`src/sv/button_gesture_classifier_defines.svh`:
```
// Assertion macros used by the button gesture classifier core.
`ifndef BUTTON_GESTURE_CLASSIFIER_DEFINES_SVH
`define BUTTON_GESTURE_CLASSIFIER_DEFINES_SVH

// Same-cycle implication, checked outside reset.
`define BGC_ASSERT_NOW(label, clk, rst_n, ante, cons, msg) \
  label: assert property (@(posedge clk) disable iff (!rst_n) (ante) |-> (cons)) \
    else $error(msg);

// Next-cycle implication, checked outside reset.
`define BGC_ASSERT_NEXT(label, clk, rst_n, ante, cons, msg) \
  label: assert property (@(posedge clk) disable iff (!rst_n) (ante) |=> (cons)) \
    else $error(msg);

`endif

```
`src/sv/bgc_pkg.sv`:
```
// Types and constants of the button gesture classifier.
package bgc_pkg;

  localparam int unsigned AddrW = 4;
  localparam int unsigned DataW = 32;
  localparam int unsigned MsW   = 16;
  localparam int unsigned TimeW = 32;

  // Register indexes (byte address bits [3:2])
  typedef enum logic [1:0] {
    REG_MIN_PRESS = 2'd0,
    REG_MAX_SHORT = 2'd1,
    REG_GAP       = 2'd2,
    REG_LONG      = 2'd3
  } reg_idx_t;

  localparam logic [MsW-1:0] MinPressRst = 16'd50;
  localparam logic [MsW-1:0] MaxShortRst = 16'd500;
  localparam logic [MsW-1:0] GapRst      = 16'd500;
  localparam logic [MsW-1:0] LongRst     = 16'd2000;

  typedef enum logic [1:0] {
    GEST_NONE   = 2'd0,
    GEST_SINGLE = 2'd1,
    GEST_DOUBLE = 2'd2,
    GEST_RSVD   = 2'd3
  } gesture_t;

  typedef struct packed {
    logic [MsW-1:0] min_press_ms;
    logic [MsW-1:0] max_short_ms;
    logic [MsW-1:0] gap_ms;
    logic [MsW-1:0] long_ms;
  } cfg_t;

  typedef struct packed {
    logic             button_level;
    logic [TimeW-1:0] now_ms;
  } in_t;

  typedef struct packed {
    logic [1:0] gesture;
    logic       long_press;
  } out_t;

endpackage

```
`src/sv/button_gesture_classifier.sv`:
```
// Top level of the button gesture classifier: input stage, core and result register.
// One item (a button pin sample with its millisecond time) gives exactly one result
// item: a flushed single or double press gesture and a one-shot long-press flag. Items
// are taken every cycle while in_ready is high; each item passes through one input
// register, then the classification logic into the result register, and the state
// updates in the same cycle as the result is written, so the next item sees it.
// in_ready drops only while both the input register and the result register are full
// and out_ready is low. Registers: min_press_ms at 0x0, max_short_ms at 0x4, gap_ms at
// 0x8, long_ms at 0xC, 16 bits each; write them only while no item is in flight.
module button_gesture_classifier
  import bgc_pkg::*;
(
  input  logic             clk,
  input  logic             rst_n,
  input  logic             in_valid,
  output logic             in_ready,
  input  in_t              in_data,
  output logic             out_valid,
  input  logic             out_ready,
  output out_t             out_data,
  input  logic             psel,
  input  logic             penable,
  input  logic             pwrite,
  input  logic [AddrW-1:0] paddr,
  input  logic [DataW-1:0] pwdata,
  output logic [DataW-1:0] prdata,
  output logic             pready
);

  cfg_t cfg;
  in_t  s1_data_r;
  logic s1_vld_r, s1_vld_nxt;
  out_t out_data_r;
  logic out_vld_r, out_vld_nxt;
  logic out_free, advance, in_acc;
  out_t res;

  bgc_regs u_regs (
    .clk     (clk),
    .rst_n   (rst_n),
    .psel    (psel),
    .penable (penable),
    .pwrite  (pwrite),
    .paddr   (paddr),
    .pwdata  (pwdata),
    .prdata  (prdata),
    .pready  (pready),
    .cfg     (cfg)
  );

  bgc_core u_core (
    .clk   (clk),
    .rst_n (rst_n),
    .step  (advance),
    .item  (s1_data_r),
    .cfg   (cfg),
    .res   (res)
  );

  assign out_free = !out_vld_r || out_ready;
  assign advance  = s1_vld_r && out_free;
  assign in_ready = !s1_vld_r || out_free;
  assign in_acc   = in_valid && in_ready;

  assign s1_vld_nxt  = in_acc || (s1_vld_r && !advance);
  assign out_vld_nxt = advance || (out_vld_r && !out_ready);

  assign out_valid = out_vld_r;
  assign out_data  = out_data_r;

  always_ff @(posedge clk) begin
    if (!rst_n) begin
      s1_vld_r  <= 1'b0;
      out_vld_r <= 1'b0;
    end else begin
      s1_vld_r  <= s1_vld_nxt;
      out_vld_r <= out_vld_nxt;
    end
  end

  // Payload registers: load on accept / advance, hold otherwise.
  always_ff @(posedge clk) begin
    if (in_acc) begin
      s1_data_r <= in_data;
    end
    if (advance) begin
      out_data_r <= res;
    end
  end

endmodule

```
`src/sv/bgc_regs.sv`:
```
// APB-style configuration registers of the button gesture classifier.
module bgc_regs
  import bgc_pkg::*;
(
  input  logic             clk,
  input  logic             rst_n,
  input  logic             psel,
  input  logic             penable,
  input  logic             pwrite,
  input  logic [AddrW-1:0] paddr,
  input  logic [DataW-1:0] pwdata,
  output logic [DataW-1:0] prdata,
  output logic             pready,
  output cfg_t             cfg
);

  cfg_t     cfg_r;
  cfg_t     cfg_nxt;
  reg_idx_t idx;
  logic     wr_en;

  assign idx    = reg_idx_t'(paddr[3:2]);
  assign wr_en  = psel && penable && pwrite;
  assign pready = 1'b1;
  assign cfg    = cfg_r;

  always_comb begin
    cfg_nxt = cfg_r;
    if (wr_en) begin
      unique case (idx)
        REG_MIN_PRESS: cfg_nxt.min_press_ms = pwdata[MsW-1:0];
        REG_MAX_SHORT: cfg_nxt.max_short_ms = pwdata[MsW-1:0];
        REG_GAP:       cfg_nxt.gap_ms       = pwdata[MsW-1:0];
        REG_LONG:      cfg_nxt.long_ms      = pwdata[MsW-1:0];
        default:       cfg_nxt = cfg_r;
      endcase
    end
  end

  always_comb begin
    unique case (idx)
      REG_MIN_PRESS: prdata = {{(DataW-MsW){1'b0}}, cfg_r.min_press_ms};
      REG_MAX_SHORT: prdata = {{(DataW-MsW){1'b0}}, cfg_r.max_short_ms};
      REG_GAP:       prdata = {{(DataW-MsW){1'b0}}, cfg_r.gap_ms};
      REG_LONG:      prdata = {{(DataW-MsW){1'b0}}, cfg_r.long_ms};
      default:       prdata = '0;
    endcase
  end

  always_ff @(posedge clk) begin
    if (!rst_n) begin
      cfg_r.min_press_ms <= MinPressRst;
      cfg_r.max_short_ms <= MaxShortRst;
      cfg_r.gap_ms       <= GapRst;
      cfg_r.long_ms      <= LongRst;
    end else begin
      cfg_r <= cfg_nxt;
    end
  end

endmodule

```
`src/sv/bgc_core.sv`:
```
// Edge, hold and click-count logic with the per-button state registers.
module bgc_core
  import bgc_pkg::*;
(
  input  logic clk,
  input  logic rst_n,
  input  logic step,
  input  in_t  item,
  input  cfg_t cfg,
  output out_t res
);

`include "button_gesture_classifier_defines.svh"

  logic             prev_level_r, prev_level_nxt;
  logic [TimeW-1:0] press_time_r, press_time_nxt;
  logic             long_seen_r, long_seen_nxt;
  logic [1:0]       click_count_r, click_count_nxt;
  logic [TimeW-1:0] release_time_r, release_time_nxt;

  logic             press_edge, rel_edge, held;
  logic [TimeW-1:0] dur, gap;
  logic             short_hit, long_hit, flush;
  logic [1:0]       cnt_inc;

  // Wide elapsed time against a 16-bit threshold.
  function automatic logic gt_ms(input logic [TimeW-1:0] d, input logic [MsW-1:0] t);
    gt_ms = (|d[TimeW-1:MsW]) || (d[MsW-1:0] > t);
  endfunction

  function automatic logic lt_ms(input logic [TimeW-1:0] d, input logic [MsW-1:0] t);
    lt_ms = !(|d[TimeW-1:MsW]) && (d[MsW-1:0] < t);
  endfunction

  assign press_edge = !item.button_level && prev_level_r;
  assign rel_edge   = item.button_level && !prev_level_r;
  assign held       = !item.button_level && !prev_level_r;

  assign dur = item.now_ms - press_time_r;
  assign gap = item.now_ms - release_time_r;

  assign short_hit = rel_edge && gt_ms(dur, cfg.min_press_ms) &&
                     lt_ms(dur, cfg.max_short_ms) && !long_seen_r;
  assign long_hit  = held && gt_ms(dur, cfg.long_ms) && !long_seen_r;

  // Saturate at three.
  assign cnt_inc = (short_hit && (click_count_r != 2'd3)) ? click_count_r + 2'd1
                                                          : click_count_r;

  // A release counted this step restarts the gap and blocks a flush in the same step.
  assign flush = (cnt_inc != 2'd0) && !short_hit && gt_ms(gap, cfg.gap_ms);

  always_comb begin
    res.long_press = long_hit;
    res.gesture    = GEST_NONE;
    if (flush) begin
      priority if (cnt_inc == 2'd1) begin
        res.gesture = GEST_SINGLE;
      end else if (cnt_inc == 2'd2) begin
        res.gesture = GEST_DOUBLE;
      end else begin
        res.gesture = GEST_NONE;
      end
    end
  end

  always_comb begin
    prev_level_nxt   = item.button_level;
    press_time_nxt   = press_edge ? item.now_ms : press_time_r;
    release_time_nxt = short_hit ? item.now_ms : release_time_r;
    click_count_nxt  = flush ? 2'd0 : cnt_inc;
    long_seen_nxt    = long_seen_r;
    if (press_edge) begin
      long_seen_nxt = 1'b0;
    end else if (long_hit) begin
      long_seen_nxt = 1'b1;
    end
  end

  always_ff @(posedge clk) begin
    if (!rst_n) begin
      prev_level_r   <= 1'b1;
      press_time_r   <= '0;
      long_seen_r    <= 1'b0;
      click_count_r  <= 2'd0;
      release_time_r <= '0;
    end else if (step) begin
      prev_level_r   <= prev_level_nxt;
      press_time_r   <= press_time_nxt;
      long_seen_r    <= long_seen_nxt;
      click_count_r  <= click_count_nxt;
      release_time_r <= release_time_nxt;
    end
  end

  `BGC_ASSERT_NEXT(a_long_once, clk, rst_n, step && res.long_press,
                   long_seen_r, "long press without long_seen set")
  `BGC_ASSERT_NEXT(a_flush_clears, clk, rst_n, step && (res.gesture != GEST_NONE),
                   click_count_r == 2'd0, "count not cleared after gesture")
  `BGC_ASSERT_NEXT(a_saturate, clk, rst_n, step && short_hit && (click_count_r == 2'd3),
                   click_count_r == 2'd3, "click count wrapped")
  `BGC_ASSERT_NOW(a_no_both, clk, rst_n, step, !(short_hit && long_hit),
                  "short and long press in one step")

endmodule
```
`config.mk`:
```
export PLATFORM = sky130hd
export DESIGN_NAME = button_gesture_classifier
export DESIGN_NICKNAME = d
export VERILOG_FILES = /design/src/sv/bgc_pkg.sv /design/src/sv/button_gesture_classifier.sv /design/src/sv/bgc_regs.sv /design/src/sv/bgc_core.sv
export VERILOG_INCLUDE_DIRS = /design/src /design/src/sv
export SDC_FILE = /design/constraint.sdc
export NUM_CORES = 1
export LEC_CHECK = 0
export BUFFER_PORTS_ARGS = -buffer_cell sky130_fd_sc_hd__buf_2
export CORE_ASPECT_RATIO = 0.8
export CORE_MARGIN = 3
export CORE_UTILIZATION = 55
export CTS_CLUSTER_DIAMETER = 60
export DETAILED_ROUTE_END_ITERATION = 7
export PLACE_DENSITY = 0.73
export SYNTH_ARGS = -nofsm -noshare
export SYNTH_HDL_FRONTEND = slang
export SYNTH_SLANG_ARGS = --single-unit
```
`constraint.sdc`:
```
create_clock -name clk -period 6.8 [get_ports clk]
set_input_delay 1.36 -clock clk [delete_from_list [all_inputs] [get_ports clk]]
set_output_delay 1.36 -clock clk [all_outputs]
set_load 0.005 [all_outputs]
```
==> metrics, run 1 <==
cts hold-fix bufs=0; Worst Tran Pin Value=about 1.1 ns; clk slew on worst S/H paths=roughly 0.070 ns; Post-CTS Setup Repair Bufs=0; post-layout worst setup margin=1.09 ns; Power Density=~200 nW/µm²; # diodes=0; top cell type by total area after synthesis=dfxtp_1; Leak=about 5.3 nW; worst hold slack=0.459 ns; vias post-DR=10653; Via-to-Cell Ratio=about 6; Tot Pwr=2.64 mW; Critical Path RT=6.99 ns; Hold Crit Class=register to register; Area after DPL=roughly 13000 µm²; Detail Route Antenna Nets=0; Placer Congestion=0.950; Site Rows=48; fmax=approximately 180 MHz; clock skew=around 0.015 ns; # DRC=0; die width=around 170 µm; TritonCTS Buffers=17; Netlist Area Pre-Place=about 12000 µm²; slew margin rel.=between 20% and 30%; dpl cells=1789; area grow syn2layout=9.12%; # clock sinks=170; CTS H-tree depth=4; CP startpoint kind=register; clk_lat worst skew=approximately 0.44 ns; most frequent cells in the layout=nand2_1, inv_1, dfxtp_1; setup TNS=0 ns; Yosys cell types=between 80 and 90; critical path class=register to register; setup slack after placement=~1.2 ns; Starting Density=around 56%; # port buffers=78; commonest non-fill, non-tap cell in the layout=nand2_1; Hold Vio Cnt, Final=0; status=complete, no violations; Post-Layout Cell Count=approximately 1800; grt total ovfl=0; Final Max Tran Viols=0; CP Data Arrival Time=between 5 and 6 ns; CTS Buffer Depth=2; ys async rst share=0%; fillers=1906; Finish-stage setup viols=0; number of gates resized after CTS=0; final wirelength=33200 µm; CP Capture Type=register; post-layout minimum cycle time=about 5.7 ns; largest net degree at the start of global routing=125; MaxCap Viol Count=0; CTS tree=done; worst-path maximum fanout=8; min-delay src=u_core.release_time_r[1]$_SDFFE_PN0P_; initial DRC count=just over 900; root buffer cell=clkbuf_16; syn avg cell area=between 8 and 9 µm²; fin util=approximately 62%; worst r2r src=s1_data_r[0]$_DFFE_PP_; core area=about 22000 µm²; first-pass GRT wire length=between 50000 and 60000 µm; cell count after synthesis=approximately 1500; Global Route Usage Sum=27.1%; nets=around 1700; dominant synthesized flop cell=dfxtp_1; chip height=approximately 140 µm; Design Area, Final=about 13000 µm²; FF+latch count, synth=170; Synth Warn #=0; VDD IR max=159 µV; RSZ-0062 raised after global routing=no; sequential share of the synthesized area=a little under a third; final period utilization=83.9%; Final HPWL DP=between 20000 and 30000 µm; DR WL/cell=approximately 18 µm; Worst Setup SP=s1_data_r[0]$_DFFE_PP_; die area=between 20000 and 25000 µm²; Post-synth EDFFs=36; IO Pins=roughly 110; DR pass1 iterations=6; area share of the largest cell type after synthesis=between 20% and 30%; layout cells sized above 1=10.1%; top post-synthesis cells by area=dfxtp_1, ha_1, edfxtp_1; vias in the first global route=around 10000; initial antenna violation count=2
where the power goes:
group | internal [mW] | switching [mW]
registers | 1.06 | 0.0292
logic | 0.224 | 0.331
clock network | 0.547 | 0.452
total | 1.83 | 0.813
metal layers:
| metal | vias up | track usage (%) | share of wire [%] |
|---|---|---|---|
| li1 | 5224 | - | - |
| met5 | - | 0 | 0.024 |
| met1 | 5003 | 40.7 | 48 |
| met2 | 383 | 39.8 | 42 |
| met3 | 41 | 5.32 | 8.2 |
| met4 | 2 | 7.04 | 1.5 |
critical path: stages, from the launching register on:
cell and delay, ns:
edfxtp_1 0.37, inv_1 0.07, ha_1 0.24, fa_1 0.41, nor2b_1 0.25, o2111ai_1 0.24, a21oi_2 0.40, nor2_1 0.12
o21ai_0 0.29, a31oi_1 0.16, xnor2_1 0.35, ha_1 0.20, nand4_1 0.12, nor2_1 0.16, and3_1 0.24, o21ai_0 0.10
a21oi_1 0.23, o21ai_0 0.12, o21bai_1 0.23, nor4_4 0.40, nor2b_1 0.49, or3b_2 0.21, a21boi_1 0.06
final timing paths:
| check | slack [ns] | endpoint | depth (start not counted) |
|---|---|---|---|
| setup / recovery | 1.09 | out_data[1]$_SDFFCE_PN0P_ | 22 |
| hold / removal | 0.46 | u_core.release_time_r[1]$_SDFFE_PN0P_ | 2 |
| setup reg to reg | 1.09 | out_data[1]$_SDFFCE_PN0P_ | 22 |
| hold reg to reg | 0.46 | u_core.release_time_r[1]$_SDFFE_PN0P_ | 2 |
final cells by class:
class | count | area (µm²) | share of cell area (%)
clock buffers | 20 | 468 | 3.51
flip-flops and latches | 170 | 3760 | 28.2
multi-input cells | 1094 | 7630 | 57.2
clock inverters | 12 | 124 | 0.928
inverters | 138 | 518 | 3.88
repair buffers | 87 | 460 | 3.45
well taps | 300 | 375 | 2.81
cells in the mapped netlist (16+ instances only):
master / instances
mux4_2: 16
buf_4: 18
nor2b_1: 43
dfxtp_1: 134
ha_1: 126
edfxtp_1: 36
a21oi_1: 88
nand4_1: 24
xor2_1: 21
nand3_1: 23
xnor2_1: 25
mux2i_1: 33
nor3_1: 17
o21ai_0: 49
a21boi_0: 79
clkbuf_1: 44
nand2_1: 232
nor2_1: 58
o211ai_1: 30
o21a_1: 19
a21o_1: 27
inv_1: 137
sequential cells by signal, summed over array words and instances, names as in the netlist:
| signal | flops |
|---|---|
| u_core.prev_level_r | 1 |
| s1_vld_r | 1 |
| s1_data_r | 33 |
| out_valid | 1 |
| u_core.release_time_r | 32 |
| u_core.click_count_r | 2 |
| u_core.press_time_r | 32 |
| u_core.long_seen_r | 1 |
| out_data | 3 |
| u_regs.cfg | 64 |
logic make-up (layout without fill, tap and decap cells):
kind of cell    Yosys count  after routing  share of synthesized area (%)
xor+xnor                 46             46                           3.29
mux                      51             51                           5.83
simple gates            469            469                           18.3
flops                   170            170                           30.8
other cells               2             17                         0.0614
compound gates          383            383                           21.2
buf+inv                 211            257                           7.29
fa+ha+maj               128            128                           13.2
No activity file was read; power rests on OpenSTA's default activity.
==> run 2, diff against run 1 <==
==> constraint.sdc (replaced) <==
create_clock -name clk -period 5.55 [get_ports clk]
set_input_delay 1.11 -clock clk [delete_from_list [all_inputs] [get_ports clk]]
set_output_delay 1.11 -clock clk [all_outputs]
set_load 0.005 [all_outputs]
==> metrics, run 2 (same netlist as run 1, synthesis figures left out) <==
Finish-stage setup viols=0 (unchanged); Post-CTS Setup Repair Bufs=0 (unchanged); DR pass1 iterations=5 (-1); Final Max Tran Viols=0 (unchanged); Starting Density=56.4% (unchanged); critical path class=register to register; CP Data Arrival Time=5.37 ns (-0.52 ns); # DRC=0 (unchanged); core area=21700 µm² (unchanged); Via-to-Cell Ratio=5.89 (+0.63%); Critical Path Max Stage Delay=0.41 ns (-0.08 ns); grt total ovfl=0 (unchanged); fin util=61.9% (+0.32 points); fmax=193 MHz (+10%); Post-Layout Cell Count=1829 (+0.44%); TritonCTS Buffers=17 (unchanged); cts hold-fix bufs=0 (unchanged); vias post-DR=10767 (+1.1%); CP dominant cell by count=nor2_1; CP Capture Type=register; final period utilization=93.5% (+9.5 points); VDD IR max=161 µV (+1.1%); vias in the first global route=10023 (+2.3%); Detail Route Antenna Nets=0 (unchanged); MaxCap Viol Count=0 (unchanged); setup TNS=0 ns (unchanged); DR WL/cell=18.2 µm (-0.35%); RSZ-0062 raised after global routing=no; CP startpoint kind=register; # clock sinks=170 (unchanged); area grow syn2layout=9.69%; Tot Pwr=3.20 mW (+21%); post-layout worst setup margin=0.364 ns (-0.730 ns); crit path cell chain=inv_1 > ha_1 > fa_1 > nor2b_1 > o2111ai_1 > a21oi_2 > nor2_1 > o21ai_1 > a31oi_1 > xnor2_2 > ha_1 > nand4_1 > nor2_1 > and3_1 > o21ai_0 > a21oi_1 > o21ai_0 > o21bai_1 > nor4_4 > buf_4 > nor2_1 > o21a_1 > a21boi_2; Hold Crit Class=register to register; max reg flops=64 (unchanged); Hold Vio Cnt, Final=0 (unchanged); first-pass GRT wire length=53500 µm (+2.8%); slew margin rel.=35.7% (+12 points); Area after DPL=12800 µm² (+0.57%); Site Rows=48 (unchanged); Critical Path RT=5.74 ns (-1.25 ns); Design Area, Final=13400 µm² (+0.53%); Placer Congestion=0.934 (-1.6%); Worst path top cell family by delay=compound AO/OA/AOI/OAI gates; Worst Tran Pin Value=0.964 ns (-0.178 ns); initial DRC count=905 (-0.11%); layout cells sized above 1=10.6% (+0.54 points); Leak=5.37 nW (+0.86%); initial antenna violation count=0 (-2); CTS tree=done; post-layout minimum cycle time=5.19 ns (-0.520 ns); final wirelength=33200 µm (about the same); Final HPWL DP=25700 µm (+1.3%); worst hold slack=0.458 ns (-0.00175 ns); Global Route Usage Sum=27.6% (+0.48 points); most frequent cells in the layout=nand2_1, inv_1, dfxtp_1; setup slack after placement=0.472 ns (-0.720 ns); clock skew=0.0169 ns (+0.00216 ns); chip height=139 µm (unchanged); # diodes=0 (unchanged); clk slew on worst S/H paths=0.08 ns (about the same); CTS H-tree depth=4 (unchanged); root buffer cell=clkbuf_16; CTS Buffer Depth=2 (unchanged); # port buffers=78 (unchanged); largest net degree at the start of global routing=70 (-44%); Crit-path slowest cell=edfxtp_1; clk_lat worst skew=0.44 ns (about the same); die width=173 µm (unchanged); dpl cells=1797 (+0.45%); IO Pins=114 (unchanged); worst-path maximum fanout=5 (-3); commonest non-fill, non-tap cell in the layout=nand2_1; status=complete, no violations; nets=1720 (+0.47%); Power Density=239 nW/µm² (+21%); Buf+Inv Stages, Crit Path=2 (+1); die area=24100 µm² (unchanged)
run 2: cell type report:
class	count	area, µm²
fill	1928	8270
multi-input combinational	1094	7640
sequential	170	3760
timing repair buffer	95	533
inverter	138	518
clock buffer	18	429
tap	300	375
clock inverter	14	153
run 2: worst paths after layout:
kind,from,to,slack [ns],cells after the start
max,s1_data_r[0]$_DFFE_PP_,out_data[2]$_SDFFCE_PP0P_,0.36,23
max reg2reg,s1_data_r[0]$_DFFE_PP_,out_data[2]$_SDFFCE_PP0P_,0.36,23
min,u_core.release_time_r[1]$_SDFFE_PN0P_,u_core.release_time_r[1]$_SDFFE_PN0P_,0.46,2
min reg2reg,u_core.release_time_r[1]$_SDFFE_PN0P_,u_core.release_time_r[1]$_SDFFE_PN0P_,0.46,2
run 2: metal layers:
metal	track usage, %	up-vias	routed length [µm]
met5	0	-	0
li1	-	5244	-
met4	6.78	0	528
met1	41.6	5091	16200
met2	40.5	393	13700
met3	5.35	39	2720
run 2: repair_timing:
action | 4_1_cts | 5_1_grt
hold endpoints to repair | 0 | 0
setup endpoints to repair | 0 | 27
gates resized for setup | 0 | 2
run 2: worst reg2reg max path: cells and delay by family, from the launching register on:
| kind | cells | cell delay, ns |
|---|---|---|
| AO/OA/AOI/OAI | 10 | 1.98 |
| buffers and inverters | 2 | 0.32 |
| XOR/XNOR | 1 | 0.20 |
| adder cells (fa/ha/maj) | 3 | 0.94 |
| AND/OR/NAND/NOR | 7 | 1.08 |
| flip-flops | 1 | 0.41 |
run 2: power by group:
group / leakage [nW] / internal, mW / switching [mW]
registers: 1.43 / 1.29 / 0.0355
clock network: 0.286 / 0.604 / 0.590
logic: 3.65 / 0.276 / 0.403
